==> src/bsrch_pkg.sv <==
package bsrch_pkg;

    localparam int unsigned POS_W     = 7;
    localparam int unsigned KEY_W     = 32;
    localparam int unsigned CNT_W     = 7;
    localparam int unsigned S_TDATA_W = 72;
    localparam int unsigned M_TDATA_W = 8;

    // Slave tdata layout, lowest bit first.
    localparam int unsigned S_POS_LSB   = 0;
    localparam int unsigned S_VALUE_LSB = S_POS_LSB + POS_W;
    localparam int unsigned S_KEY_LSB   = S_VALUE_LSB + KEY_W;

    // Master tdata layout, lowest bit first.
    localparam int unsigned M_FOUND_BIT = 0;
    localparam int unsigned M_POS_LSB   = 1;

    // Values of the action flag carried in s_axis_tuser.
    localparam logic ACT_WRITE  = 1'b0;
    localparam logic ACT_SEARCH = 1'b1;

    typedef enum logic [1:0] {
        STEP_IDLE    = 2'd0,
        STEP_PROBE   = 2'd1,
        STEP_COMPARE = 2'd2,
        STEP_EMIT    = 2'd3
    } t_step;

    typedef enum logic [2:0] {
        COND_SEQ     = 3'd0,
        COND_NOT_GO  = 3'd1,
        COND_EMPTY   = 3'd2,
        COND_NOT_HIT = 3'd3,
        COND_BUSY    = 3'd4
    } t_cond;

    typedef struct packed {
        logic  accept;
        logic  start;
        logic  probe;
        logic  cmp;
        logic  emit;
        t_cond cond;
        t_step target;
    } t_uword;

    typedef struct packed {
        logic go;
        logic empty;
        logic hit;
        logic busy;
    } t_status;

    // Microprogram. When the jump condition holds the sequencer goes to the
    // target step, otherwise to the next step (the last step wraps to idle).
    function automatic t_uword ucode_rom(input t_step step);
        t_uword w;
        w = '{accept: 1'b0, start: 1'b0, probe: 1'b0, cmp: 1'b0, emit: 1'b0,
              cond: COND_SEQ, target: STEP_IDLE};
        case (step)
            STEP_IDLE: begin
                w.accept = 1'b1;
                w.start  = 1'b1;
                w.cond   = COND_NOT_GO;
                w.target = STEP_IDLE;
            end
            STEP_PROBE: begin
                w.probe  = 1'b1;
                w.cond   = COND_EMPTY;
                w.target = STEP_EMIT;
            end
            STEP_COMPARE: begin
                w.cmp    = 1'b1;
                w.cond   = COND_NOT_HIT;
                w.target = STEP_PROBE;
            end
            STEP_EMIT: begin
                w.emit   = 1'b1;
                w.cond   = COND_BUSY;
                w.target = STEP_EMIT;
            end
            default: begin
                w.cond   = COND_SEQ;
                w.target = STEP_IDLE;
            end
        endcase
        return w;
    endfunction

endpackage

==> src/bsrch_dp.sv <==
module bsrch_dp #(
    parameter int unsigned TABLE_DEPTH = 128
) (
    input  logic                         i_clk,
    input  logic                         i_rst_n,
    input  bsrch_pkg::t_uword            i_uword,
    output bsrch_pkg::t_status           o_status,
    input  logic                         i_cfg_we,
    input  logic [bsrch_pkg::CNT_W-1:0]  i_cfg_wdata,
    input  logic                         i_in_valid,
    input  logic                         i_action,
    input  logic [bsrch_pkg::POS_W-1:0]  i_entry_position,
    input  logic signed [bsrch_pkg::KEY_W-1:0] i_entry_value,
    input  logic signed [bsrch_pkg::KEY_W-1:0] i_search_key,
    output logic                         o_out_valid,
    input  logic                         i_out_ready,
    output logic                         o_found,
    output logic [bsrch_pkg::POS_W-1:0]  o_match_position
);
    import bsrch_pkg::*;

    localparam int unsigned AW = $clog2(TABLE_DEPTH);

    logic [KEY_W-1:0] mem [TABLE_DEPTH];

    logic [CNT_W-1:0]        r_entry_count;
    logic signed [KEY_W-1:0] r_key;
    logic signed [KEY_W-1:0] r_rdata;
    logic [POS_W:0]          r_low;
    logic [POS_W-1:0]        r_high;
    logic [POS_W-1:0]        r_mid;
    logic                    r_found;
    logic [POS_W-1:0]        r_pos;
    logic                    r_ovalid;
    logic                    r_ofound;
    logic [POS_W-1:0]        r_opos;

    logic             w_fire;
    logic             w_wr;
    logic             w_go;
    logic [CNT_W-1:0] w_count_sat;
    logic [POS_W-1:0] w_mid;
    logic             w_empty;
    logic             w_hit;
    logic             w_less;
    logic             w_busy;
    logic             w_load;

    assign w_fire = i_in_valid & i_uword.accept;
    assign w_wr   = w_fire & (i_action == ACT_WRITE)
                  & (32'(i_entry_position) < TABLE_DEPTH);
    assign w_go   = w_fire & (i_action == ACT_SEARCH) & i_uword.start;

    // Positions past the end of the memory are never probed.
    assign w_count_sat = (32'(r_entry_count) > TABLE_DEPTH - 1)
                       ? CNT_W'(TABLE_DEPTH - 1) : r_entry_count;

    assign w_mid   = POS_W'((9'(r_low) + 9'(r_high)) >> 1);
    assign w_empty = r_low > {1'b0, r_high};
    assign w_hit   = r_key == r_rdata;
    assign w_less  = r_key < r_rdata;
    assign w_busy  = r_ovalid & ~i_out_ready;
    assign w_load  = i_uword.emit & ~w_busy;

    assign o_status = '{go: w_go, empty: w_empty, hit: w_hit, busy: w_busy};

    always_ff @(posedge i_clk) begin
        if (w_wr) begin
            mem[AW'(i_entry_position)] <= i_entry_value;
        end
        r_rdata <= mem[AW'(w_mid)];
    end

    always_ff @(posedge i_clk) begin
        if (!i_rst_n) begin
            r_entry_count <= '0;
        end else if (i_cfg_we) begin
            r_entry_count <= i_cfg_wdata;
        end
    end

    always_ff @(posedge i_clk) begin
        if (w_go) begin
            r_key   <= i_search_key;
            r_low   <= (POS_W + 1)'(1);
            r_high  <= w_count_sat;
            r_found <= 1'b0;
            r_pos   <= '0;
        end else if (i_uword.cmp) begin
            if (w_hit) begin
                r_found <= 1'b1;
                r_pos   <= r_mid;
            end else if (w_less) begin
                r_high <= r_mid - POS_W'(1);
            end else begin
                r_low <= {1'b0, r_mid} + (POS_W + 1)'(1);
            end
        end
        if (i_uword.probe) begin
            r_mid <= w_mid;
        end
    end

    // Output register: a finished result waits here while a new item is taken.
    always_ff @(posedge i_clk) begin
        if (!i_rst_n) begin
            r_ovalid <= 1'b0;
        end else if (w_load) begin
            r_ovalid <= 1'b1;
        end else if (i_out_ready) begin
            r_ovalid <= 1'b0;
        end
    end

    always_ff @(posedge i_clk) begin
        if (w_load) begin
            r_ofound <= r_found;
            r_opos   <= r_pos;
        end
    end

    assign o_out_valid      = r_ovalid;
    assign o_found          = r_ofound;
    assign o_match_position = r_opos;

endmodule

==> config.mk <==
export PLATFORM = sky130hd
export DESIGN_NAME = bsrch_dp
export DESIGN_NICKNAME = d
export VERILOG_FILES = /design/src/bsrch_pkg.sv /design/src/bsrch_dp.sv
export SDC_FILE = /design/constraint.sdc
export NUM_CORES = 2
export LEC_CHECK = 0
export BUFFER_PORTS_ARGS = -buffer_cell sky130_fd_sc_hd__buf_4
export CAP_MARGIN = 10
export CORE_ASPECT_RATIO = 2
export CORE_UTILIZATION = 25
export CTS_CLUSTER_DIAMETER = 60
export DETAILED_ROUTE_END_ITERATION = 12
export REMOVE_ABC_BUFFERS = 1
export SYNTH_ARGS = -nofsm -noshare
export SYNTH_HDL_FRONTEND = slang
export SYNTH_SLANG_ARGS = --single-unit
export TNS_END_PERCENT = 100
==> constraint.sdc <==
create_clock -name i_clk -period 11.7 [get_ports i_clk]
set_clock_uncertainty 0.1 [all_clocks]
set_input_delay 2.34 -clock i_clk [delete_from_list [all_inputs] [get_ports i_clk]]
set_output_delay 2.34 -clock i_clk [all_outputs]
set_load 0.03 [all_outputs]
==> impl_metrics.csv <==
group,metric,value,unit
setup_path,rrSetupSlack,5.02,ns
placement,dp_cells,15600,
setup_path,reg2reg_depth,12,
synthesis,synth.most_common_cell,"edfxtp_1",
synthesis,seq_area_frac_synth,78.1,%
timing,timing.final.crit_share,60.1,%
timing,final.min_clock_period,7.03,ns
synthesis,synth_edf_count,4150,
floorplan,dieHeight,1140,µm
timing,slew_headroom,-1.91,%
setup_path,crit_chain,"inv_1 -> ha_1 -> nand4_1 -> nor4_1 -> and3_1 -> buf_4",
global_route,overflow,0,
finish,drive_gt1_share,28.3,%
cts,cts_tree,"yes",
floorplan,die_w,570,µm
floorplan,start_util,25.1,%
timing,setup_viol,0,
global_route,grt_pass1_vias,79800,
cts,clk_pin_slew,0.07,ns
global_route,grt_util_all_layers,14.0,%
synthesis,synthXorXnorAreaFrac,0.0870,%
setup_path,slowest_delay,0.96,ns
floorplan,rows,416,
synthesis,ys_warn_count,0,
timing,fmax,0.142,GHz
synthesis,synth_top_family_by_area,"multiplexers",
finish,fillers,62100,
timing,final_hold_viol_count,0,
synthesis,synth.area.top_cells,"edfxtp_1, mux4_2, nand2_1, dfxtp_1, mux2i_1",
synthesis,async_flop_share,0,%
outcome,violations,"max-capacitance violations, max-slew violations",
setup_path,worstSetupPathType,"flop to output port",
cts,cts_made_buffers,374,
routing,dr.pass1.iters,6,
worst_hold_path,hold_start,"r_pos[3]",
setup_path,r2r-start,"r_high[0]",
synthesis,ys_top_cells_by_count,"edfxtp_1, mux4_2, nand2_1, clkbuf_1, a21oi_1",
synthesis,synthMuxAreaShare,16.8,%
setup_path,crit_path_end_kind,"output port",
synthesis,synth_top_flop_cell,"edfxtp_1",
setup_path,required,9.26,ns
synthesis,synth_cells,7105,
cts,ctsHtreeMaxLevel,5,
placement,place.detailed.hpwl,271000,µm
routing,ant_nets,0,
cts,cts_root_buffer,"clkbuf_16",
timing,maxSlewViolCount,2,
floorplan,placeableCoreArea,0.641,mm²
routing,drc,0,
setup_path,worstReg2RegEnd,"r_rdata[26]",
run,cap_violations,1,
setup_path,start_kind,"flop",
cts,clk_path_buf_depth,5,
placement,port_buffers,101,
cts,postCtsSetupBuffers,0,
worst_hold_path,min_path_cells,0,
floorplan,die_area,0.648,mm²
placement,gp_congestion,0.850,
worst_hold_path,hold_path_end,"o_match_position[3]",
synthesis,synth_cell_types,49,
finish,areaGrowthSynthToFinish,15.5,%
timing,worstMarginPinSlew,1.53,ns
synthesis,synth_area_leader_cell,"edfxtp_1",
synthesis,synth_compound_area_share,1.54,%
setup_path,crit_arrival,4.59,ns
global_route,grt_max_degree,159,
setup_path,slowest_stage,"and3_1",
finish,layout.cells.non_filler,16300,
timing,rsz0062_at_grt,"no",
finish,finalNetCount,7591,
synthesis,yosysTopAreaCellShare,77.4,%
setup_path,worst-path-max-fanout,8,
routing,wl_per_cell,28.1,µm
synthesis,yosys.area_share.simple,2.01,%
outcome,status,"finished, violations left",
synthesis,synth_fa_ha_area_share,0.385,%
synthesis,synth_seq_cells,4206,
routing,dr_total_vias,75900,
synthesis,avgSynthCellArea,22.7,µm²
routing,drtIter0Drc,7774,
routing,viasPerCell,4.64,
routing,wirelength,459000,µm
cts,clkSinkCount,4206,
synthesis,synth_area,0.161,mm²
timing,hold_slack,0.332,ns
cts,insertion_delay,1.07,ns
cts,postCtsResizedCells,0,
global_route,antenna_found_initial,38,
global_route,grt_pass1_wl,634000,µm
worst_hold_path,hold_path_class,"flop to flop",
floorplan,ios,107,
cts,cts_hold_buf,0,
[area by class of cell]
cell class | count | area, µm² | area share, %
inverters | 51 | 211 | 0.114
diodes | 28 | 70.1 | 0.0377
well taps | 8569 | 10700 | 5.76
clock buffers | 447 | 9740 | 5.23
repair buffers | 354 | 2870 | 1.54
clock inverters | 217 | 2110 | 1.13
multi-input cells | 2461 | 34600 | 18.6
flip-flops and latches | 4206 | 126000 | 67.6
[registers in the layout, summed over array words and instances (netlist names)]
signal and flops:
r_entry_count 7, r_key 32, o_match_position 7, r_low 8, r_found 1, r_mid 7
r_pos 7, r_high 7, o_out_valid 1, o_found 1, r_rdata 32, mem 4096
[cells by family (layout without fill, tap and decap cells)]
kind of cell	count (synthesis)	count (layout)
other	0	28
adders and majority gates	49	49
AOI/OAI and AO/OA	356	356
DFF	4206	4206
buffers and inverters	438	1069
muxes	1258	1258
and+or+nand+nor	782	782
xor gates and xnor gates	16	16
[metal layers]
layer / track usage (%) / part of all wire, % / up-vias
met5: 0 / 0.0065 / -
met3: 1.77 / 5.3 / 967
met1: 14.4 / 33 / 41300
met2: 25.4 / 53 / 3007
met4: 11.6 / 9.3 / 6
li1: - / - / 30600
[per-stage QoR]
step / setup TNS, ns / setup WS, ns / utilization, % / instance area, µm²
detailed placement: 0 / 5.15 / 27.2 / 174000
global placement: 0 / 5.12 / 27.1 / 174000
CTS: 0 / 4.71 / 29.0 / 186000
global route: 0 / 4.57 / 29.0 / 186000
finish: 0 / 4.67 / 29.0 / 186000
floorplan: -1620.10 / -49.46 / - / 159000
[layout by cell type, fill, tap and decap left out, types with 79 or more instances in the layout]
master and n:
a21oi_1 141, buf_4 336, clkbuf_16 377, clkinv_1 79, edfxtp_1 4150, mux2i_1 105, mux4_2 1152, nand2_1 482
nand3_1 85, nor2_4 126
[worst max path at each step]
stage / startpoint / endpoint / cells past startpoint
3_3_place_gp: r_high[0] / r_rdata[0] / 10
6_report: r_rdata[31] / o_status[1] / 6
2_1_floorplan: r_high[0] / r_mid[1] / 3
3_5_place_dp: r_high[0] / r_rdata[31] / 11
5_1_grt: r_rdata[31] / o_status[1] / 6
4_1_cts: r_rdata[31] / o_status[1] / 6
[critical path, delay by kind of cell (launching register included)]
family	cells	cell delay, ns
AND/OR/NAND/NOR	3	1.92
adder cells (fa/ha/maj)	1	0.81
buffers and inverters	2	0.42
flip-flops	1	0.39
Power is left out: the tool's default activity adds up to more than one toggle a clock period on the data nets, which glitch-free logic cannot reach.
