`config.mk`:
```
export PLATFORM = sky130hd
export DESIGN_NAME = bsrch_seq
export DESIGN_NICKNAME = d
export VERILOG_FILES = /design/src/bsrch_pkg.sv /design/src/bsrch_seq.sv
export SDC_FILE = /design/constraint.sdc
export NUM_CORES = 1
export LEC_CHECK = 0
export ABC_AREA = 1
export BUFFER_PORTS_ARGS = -buffer_cell sky130_fd_sc_hd__buf_2
export CORE_AREA = 2 2 39 41
export CTS_CLUSTER_DIAMETER = 30
export DETAILED_ROUTE_END_ITERATION = 8
export DIE_AREA = 0 0 41 43
export SYNTH_ARGS = -nofsm -noshare
export SYNTH_HDL_FRONTEND = slang
export SYNTH_SLANG_ARGS = --single-unit
```
`constraint.sdc`:
```
create_clock -name i_clk -period 1.6 [get_ports i_clk]
set_input_delay 0.24 -clock i_clk [delete_from_list [all_inputs] [get_ports i_clk]]
set_output_delay 0.24 -clock i_clk [all_outputs]
set_load 0.05 [all_outputs]
```
`src/bsrch_pkg.sv`:
```
package bsrch_pkg;

    localparam int unsigned POS_W     = 7;
    localparam int unsigned KEY_W     = 32;
    localparam int unsigned CNT_W     = 7;
    localparam int unsigned S_TDATA_W = 72;
    localparam int unsigned M_TDATA_W = 8;

    // Slave tdata layout, lowest bit first.
    localparam int unsigned S_POS_LSB   = 0;
    localparam int unsigned S_VALUE_LSB = S_POS_LSB + POS_W;
    localparam int unsigned S_KEY_LSB   = S_VALUE_LSB + KEY_W;

    // Master tdata layout, lowest bit first.
    localparam int unsigned M_FOUND_BIT = 0;
    localparam int unsigned M_POS_LSB   = 1;

    // Values of the action flag carried in s_axis_tuser.
    localparam logic ACT_WRITE  = 1'b0;
    localparam logic ACT_SEARCH = 1'b1;

    typedef enum logic [1:0] {
        STEP_IDLE    = 2'd0,
        STEP_PROBE   = 2'd1,
        STEP_COMPARE = 2'd2,
        STEP_EMIT    = 2'd3
    } t_step;

    typedef enum logic [2:0] {
        COND_SEQ     = 3'd0,
        COND_NOT_GO  = 3'd1,
        COND_EMPTY   = 3'd2,
        COND_NOT_HIT = 3'd3,
        COND_BUSY    = 3'd4
    } t_cond;

    typedef struct packed {
        logic  accept;
        logic  start;
        logic  probe;
        logic  cmp;
        logic  emit;
        t_cond cond;
        t_step target;
    } t_uword;

    typedef struct packed {
        logic go;
        logic empty;
        logic hit;
        logic busy;
    } t_status;

    // Microprogram. When the jump condition holds the sequencer goes to the
    // target step, otherwise to the next step (the last step wraps to idle).
    function automatic t_uword ucode_rom(input t_step step);
        t_uword w;
        w = '{accept: 1'b0, start: 1'b0, probe: 1'b0, cmp: 1'b0, emit: 1'b0,
              cond: COND_SEQ, target: STEP_IDLE};
        case (step)
            STEP_IDLE: begin
                w.accept = 1'b1;
                w.start  = 1'b1;
                w.cond   = COND_NOT_GO;
                w.target = STEP_IDLE;
            end
            STEP_PROBE: begin
                w.probe  = 1'b1;
                w.cond   = COND_EMPTY;
                w.target = STEP_EMIT;
            end
            STEP_COMPARE: begin
                w.cmp    = 1'b1;
                w.cond   = COND_NOT_HIT;
                w.target = STEP_PROBE;
            end
            STEP_EMIT: begin
                w.emit   = 1'b1;
                w.cond   = COND_BUSY;
                w.target = STEP_EMIT;
            end
            default: begin
                w.cond   = COND_SEQ;
                w.target = STEP_IDLE;
            end
        endcase
        return w;
    endfunction

endpackage

```
`src/bsrch_seq.sv`:
```
module bsrch_seq (
    input  logic             i_clk,
    input  logic             i_rst_n,
    input  bsrch_pkg::t_status i_status,
    output bsrch_pkg::t_uword  o_uword
);
    import bsrch_pkg::*;

    t_step  r_step;
    t_step  n_step;
    t_uword w_uword;
    logic   w_jump;

    always_comb begin
        w_uword = ucode_rom(r_step);
    end

    always_comb begin
        case (w_uword.cond)
            COND_SEQ:     w_jump = 1'b0;
            COND_NOT_GO:  w_jump = ~i_status.go;
            COND_EMPTY:   w_jump = i_status.empty;
            COND_NOT_HIT: w_jump = ~i_status.hit;
            COND_BUSY:    w_jump = i_status.busy;
            default:      w_jump = 1'b0;
        endcase
        n_step = w_jump ? w_uword.target : t_step'(r_step + 2'd1);
    end

    always_ff @(posedge i_clk) begin
        if (!i_rst_n) begin
            r_step <= STEP_IDLE;
        end else begin
            r_step <= n_step;
        end
    end

    assign o_uword = w_uword;

endmodule

```
==> run metrics, run 1 <==
outcome completed; cts hold-fix bufs 0; synthesized cell area between 200 and 300 µm²; via count roughly 250; CTS buffer count 3; sequential area share after synthesis 0.154; Netlist cell types 9; Min-Delay Startpoint i_rst_n; final worst-path cycle share 0.958; max_slew headroom 0.834; Crit Path Max Fanout 4; Top Ports 16; n_diodes 0; Post-synth top flop dfxtp_1; Die Area 1760 µm²; Max Cap Violations 0; Yosys warnings 0; largest net degree at the start of global routing 5; most flop-heavy register r_step; CTS tree done; crit-path max cell delay around 0.34 ns; Final Net Count 67; Initial Util 0.188; Slew Limit Fails 0; CTS root buffer clkbuf_4; Die Wd 41 µm; Core Rows 14; Post-Syn Nets between 40 and 50; critical path capture point type output port; clock skew 0.000986 ns; Tmin final between 1.5 and 2 ns; Worst Setup Start Kind flop; routability cong. slightly below 0.7; largest cells by area after synthesis ha_1 34%, dfxtp_1 15%, nand2_2 9.6%; CP arrival approximately 1.3 ns; fmax about 0.65 GHz; slew at the pin with the worst max-slew slack between 0.2 and 0.3 ns; Hold Path Class in -> reg; Starting DRT DRC Count 0; final setup violation count 0; DR top layer met3; crit path launch r_step[1]$_SDFF_PN0_; final hold viol count 0; antenna-violating nets left 0; Largest register FFs 2; first-pass GRT wire length 848 µm; Worst EP required ~1.4 ns; gr usage total 0.0751; Vias/cell 3.60; clock slew at reported path FFs 0.03 ns; CP top delay family flip-flops; share of the synthesized area in the top cell type 0.337; critical path class reg -> out; Yosys top cell by area ha_1; RSZ-0062 raised after global routing false; WL met1 around 240 µm; Overflow after GRT 0; Routed WL per cell approximately 8 µm; EDFF count, synth 0; top-count cell post-synth ha_1; final WL around 540 µm; synthesized area per cell 7.44 µm²; fraction of layout cells with a size suffix above 1 0.635; register area between 40 and 50 µm²; TNS Setup 0 ns; Cells after Synth 35; Post-synth ARST share 0; Clk Latency, worst-skew pair 0.22 ns; #FFs+latches synth 2; routed length on met2 around 260 µm; maximum clock insertion buffer count 2; placeable core area 1380 µm²; IO buf count 15; Remaining DRCs 0; Synth top cells by count 7 x ha_1, 6 x inv_1, 6 x nand2_1, 5 x nor2_1, 4 x nand2_2; vias in the first global route 226; area occupied by multi-input gates approximately 200 µm²; r2r startpoint r_step[1]$_SDFF_PN0_; Largest regs r_step: 2 flops; initial antenna violation count 0; htree depth 1; drt first pass iters 1; Routed met3 length 46 µm; Critical Path Slowest Stage Cell dfxtp_2; TritonCTS Sinks 2; Area growth, synth to finish 54.3%; Post-CTS Setup Bufs 0; CP bufs+invs 2; Fillers roughly 160; crit path cell chain inv_1 -> ha_4 -> or2_2 -> buf_6; Die H approximately 43 µm; dpl hpwl 478 µm
[metal layers]
layer / GRT usage / vias to the layer above
met1: 0.0796 / 103
met5: 0 / -
met2: 0.106 / 10
met4: 0.0600 / 0
met3: 0.0366 / 0
li1: - / 132
[final timing paths]
kind,slack (ns),to,cells after the start
max,0.07,o_uword[2],4
min,0.25,r_step[0]$_SDFF_PN0_,3
max reg2reg,0.41,r_step[1]$_SDFF_PN0_,8
min reg2reg,0.50,r_step[0]$_SDFF_PN0_,3
[cell type report]
cell class              count  area share
inverters                   6      0.0561
well taps                  16      0.0498
flip-flops and latches      2       0.106
clock buffers               3      0.0561
multi-input cells          25       0.505
repair buffers             16       0.227
[timing repair]
action,4_1_cts,5_1_grt
resized for setup,4,7
pin swaps,0,1
endpoints found under the setup margin,2,2
[through the flow]
step           setup slack (ns)  hold slack (ns)  cell area, µm²  std cells  utilization
2_1_floorplan           0.00719            0.360             263         35            -
3_3_place_gp              0.188            0.483             350         65        0.253
3_5_place_dp              0.147            0.482             350         65        0.253
4_1_cts                  0.0138            0.247             382         68        0.276
5_1_grt                 0.00605            0.259             402         68        0.290
6_report                 0.0669            0.249             402         68        0.290
[cell families (layout without fill, tap and decap cells)]
kind of cell / count (synthesis) / in the layout / share of synthesized area
simple gates: 18 / 18 / 0.365
flops: 2 / 2 / 0.154
fa+ha+maj: 7 / 7 / 0.337
buf+inv: 8 / 25 / 0.144
[cells in the final DEF, fill, tap and decap left out, types with 2 or more instances in the layout]
cell and instances:
buf_4 2, ha_2 2, nand2_1 6, clkbuf_4 3
nand2_2 4, inv_1 5, nor2_4 2, nor2_1 4
dfxtp_2 2, ha_1 4, buf_2 13
[tightest hold or removal path, delay by kind of cell]
family,cells,cell delay (ns)
buffers and inverters,1,0.10
and+or+nand+nor,2,0.08
Power of run 1 is left out: the tool's default activity adds up to more than one toggle a clock period on the data nets, which glitch-free logic cannot reach.
==> run 2, diff against run 1 <==
--- a/config.mk
+++ b/config.mk
@@ -11,6 +11,7 @@
 export CTS_CLUSTER_DIAMETER = 30
 export DETAILED_ROUTE_END_ITERATION = 8
 export DIE_AREA = 0 0 41 43
+export GPL_TIMING_DRIVEN = 0
 export SYNTH_ARGS = -nofsm -noshare
 export SYNTH_HDL_FRONTEND = slang
 export SYNTH_SLANG_ARGS = --single-unit
==> run metrics, run 2 (synthesized netlist as in run 1, its figures left out) <==
crit path launch r_step[0]$_SDFF_PN0_; Clk Latency, worst-skew pair roughly 0.23 ns; Top Ports 16; Min-Delay Startpoint i_rst_n; largest net degree at the start of global routing 7; final worst-path cycle share 0.964; Fillers 155; Die Wd approximately 40 µm; maximum clock insertion buffer count 2; Tmin final approximately 1.5 ns; Core Rows 14; r2r startpoint r_step[0]$_SDFF_PN0_; placeable core area between 1000 and 1500 µm²; initial antenna violation count 0; antenna-violating nets left 0; fraction of layout cells with a size suffix above 1 0.642; final setup violation count 0; Largest regs r_step: 2 flops; Area growth, synth to finish 56.2%; vias in the first global route 197; TritonCTS Sinks 2; Post-CTS Setup Bufs 0; commonest non-fill, non-tap cell in the layout buf_2; drt first pass iters 3; commonest non-fill, non-tap cells in the layout 14 x buf_2, 6 x nand2_1, 5 x ha_1; Routed WL per cell about 7.3 µm; Max Cap Violations 0; Largest register FFs 2; Remaining DRCs 0; fmax roughly 0.65 GHz; CTS root buffer clkbuf_4; Worst Setup Start Kind flop; dpl hpwl between 400 and 500 µm; Hold Path Class in -> reg; routability cong. around 0.74; n_diodes 0; most flop-heavy register r_step; outcome completed; clock skew 0.00531 ns; max_slew headroom 0.834; via count approximately 240; final WL a little over 500 µm; Initial Util 0.188; Die H 43 µm; Worst EP required around 1.4 ns; clock slew at reported path FFs about 0.030 ns; Crit Path Max Fanout 6; critical path capture point type output port; CTS buffer count 3; IO buf count 15; placed insts 66; Die Area approximately 1800 µm²; cts hold-fix bufs 0; CTS tree done; critical path class reg -> out; Starting DRT DRC Count 1; Slew Limit Fails 0; CP arrival 1.30 ns; final hold viol count 0; RSZ-0062 raised after global routing false; gr usage total 0.0681; htree depth 1; first-pass GRT wire length 772 µm; Final Net Count between 60 and 70; Vias/cell 3.52; TNS Setup 0 ns; slew at the pin with the worst max-slew slack around 0.25 ns; Overflow after GRT 0; post-route insts no fill between 60 and 70
-- run 2: cell count changes in the layout (fill, tap and decap cells not counted) --
cell,before,now
inv_1,5,4
dfxtp_4,0,1
dfxtp_2,2,1
ha_2,2,1
buf_2,13,14
inv_2,1,2
ha_1,4,5
-- run 2: through the flow --
stage | util | worst slack [ns] | cell area, µm² | hold slack, ns
after floorplan | - | 0.00719 | 263 | 0.360
after global placement | 0.259 | 0.0851 | 358 | 0.482
after detailed placement | 0.259 | 0.0766 | 358 | 0.479
after CTS | 0.282 | 0.00417 | 390 | 0.230
after global routing | 0.294 | 0.0185 | 407 | 0.234
final | 0.294 | 0.0575 | 407 | 0.239
-- run 2: routing by layer --
metal,share of wire,wire length (µm),up-vias,track usage
met5,0,0,-,0
met4,0,0,0,0.0400
met3,0.085,43,0,0.0471
met2,0.41,208,10,0.0844
met1,0.50,253,96,0.0828
li1,-,-,137,-
-- run 2: timing repair --
action / 4_1_cts / 5_1_grt
pin swaps: 0 / 0
setup endpoints to repair: 3 / 2
resized for setup: 5 / 5
-- run 2: critical path, stage by stage, from the launching register on --
cell and delay [ns]:
dfxtp_4 0.36, inv_2 0.06, ha_2 0.20, or2_2 0.30, buf_6 0.16
-- run 2: path summary, 6_finish.rpt --
kind,to,slack (ns),depth (start not counted)
setup / recovery,o_uword[2],0.06,4
hold / removal,r_step[1]$_SDFF_PN0_,0.24,3
setup reg to reg,r_step[0]$_SDFF_PN0_,0.44,8
hold reg to reg,r_step[0]$_SDFF_PN0_,0.54,3
-- run 2: cell type report --
| cell class | instances | area (µm²) | share of cell area |
|---|---|---|---|
| Buffer | 2 | 15.0 | 0.0369 |
| Timing Repair Buffer | 15 | 81.3 | 0.200 |
| Clock buffer | 3 | 22.5 | 0.0554 |
| Tap cell | 16 | 20.0 | 0.0492 |
| Multi-Input combinational cell | 25 | 200 | 0.492 |
| Inverter | 6 | 22.5 | 0.0554 |
| Sequential cell | 2 | 45.0 | 0.111 |
Power of run 2 is left out for the same reason.
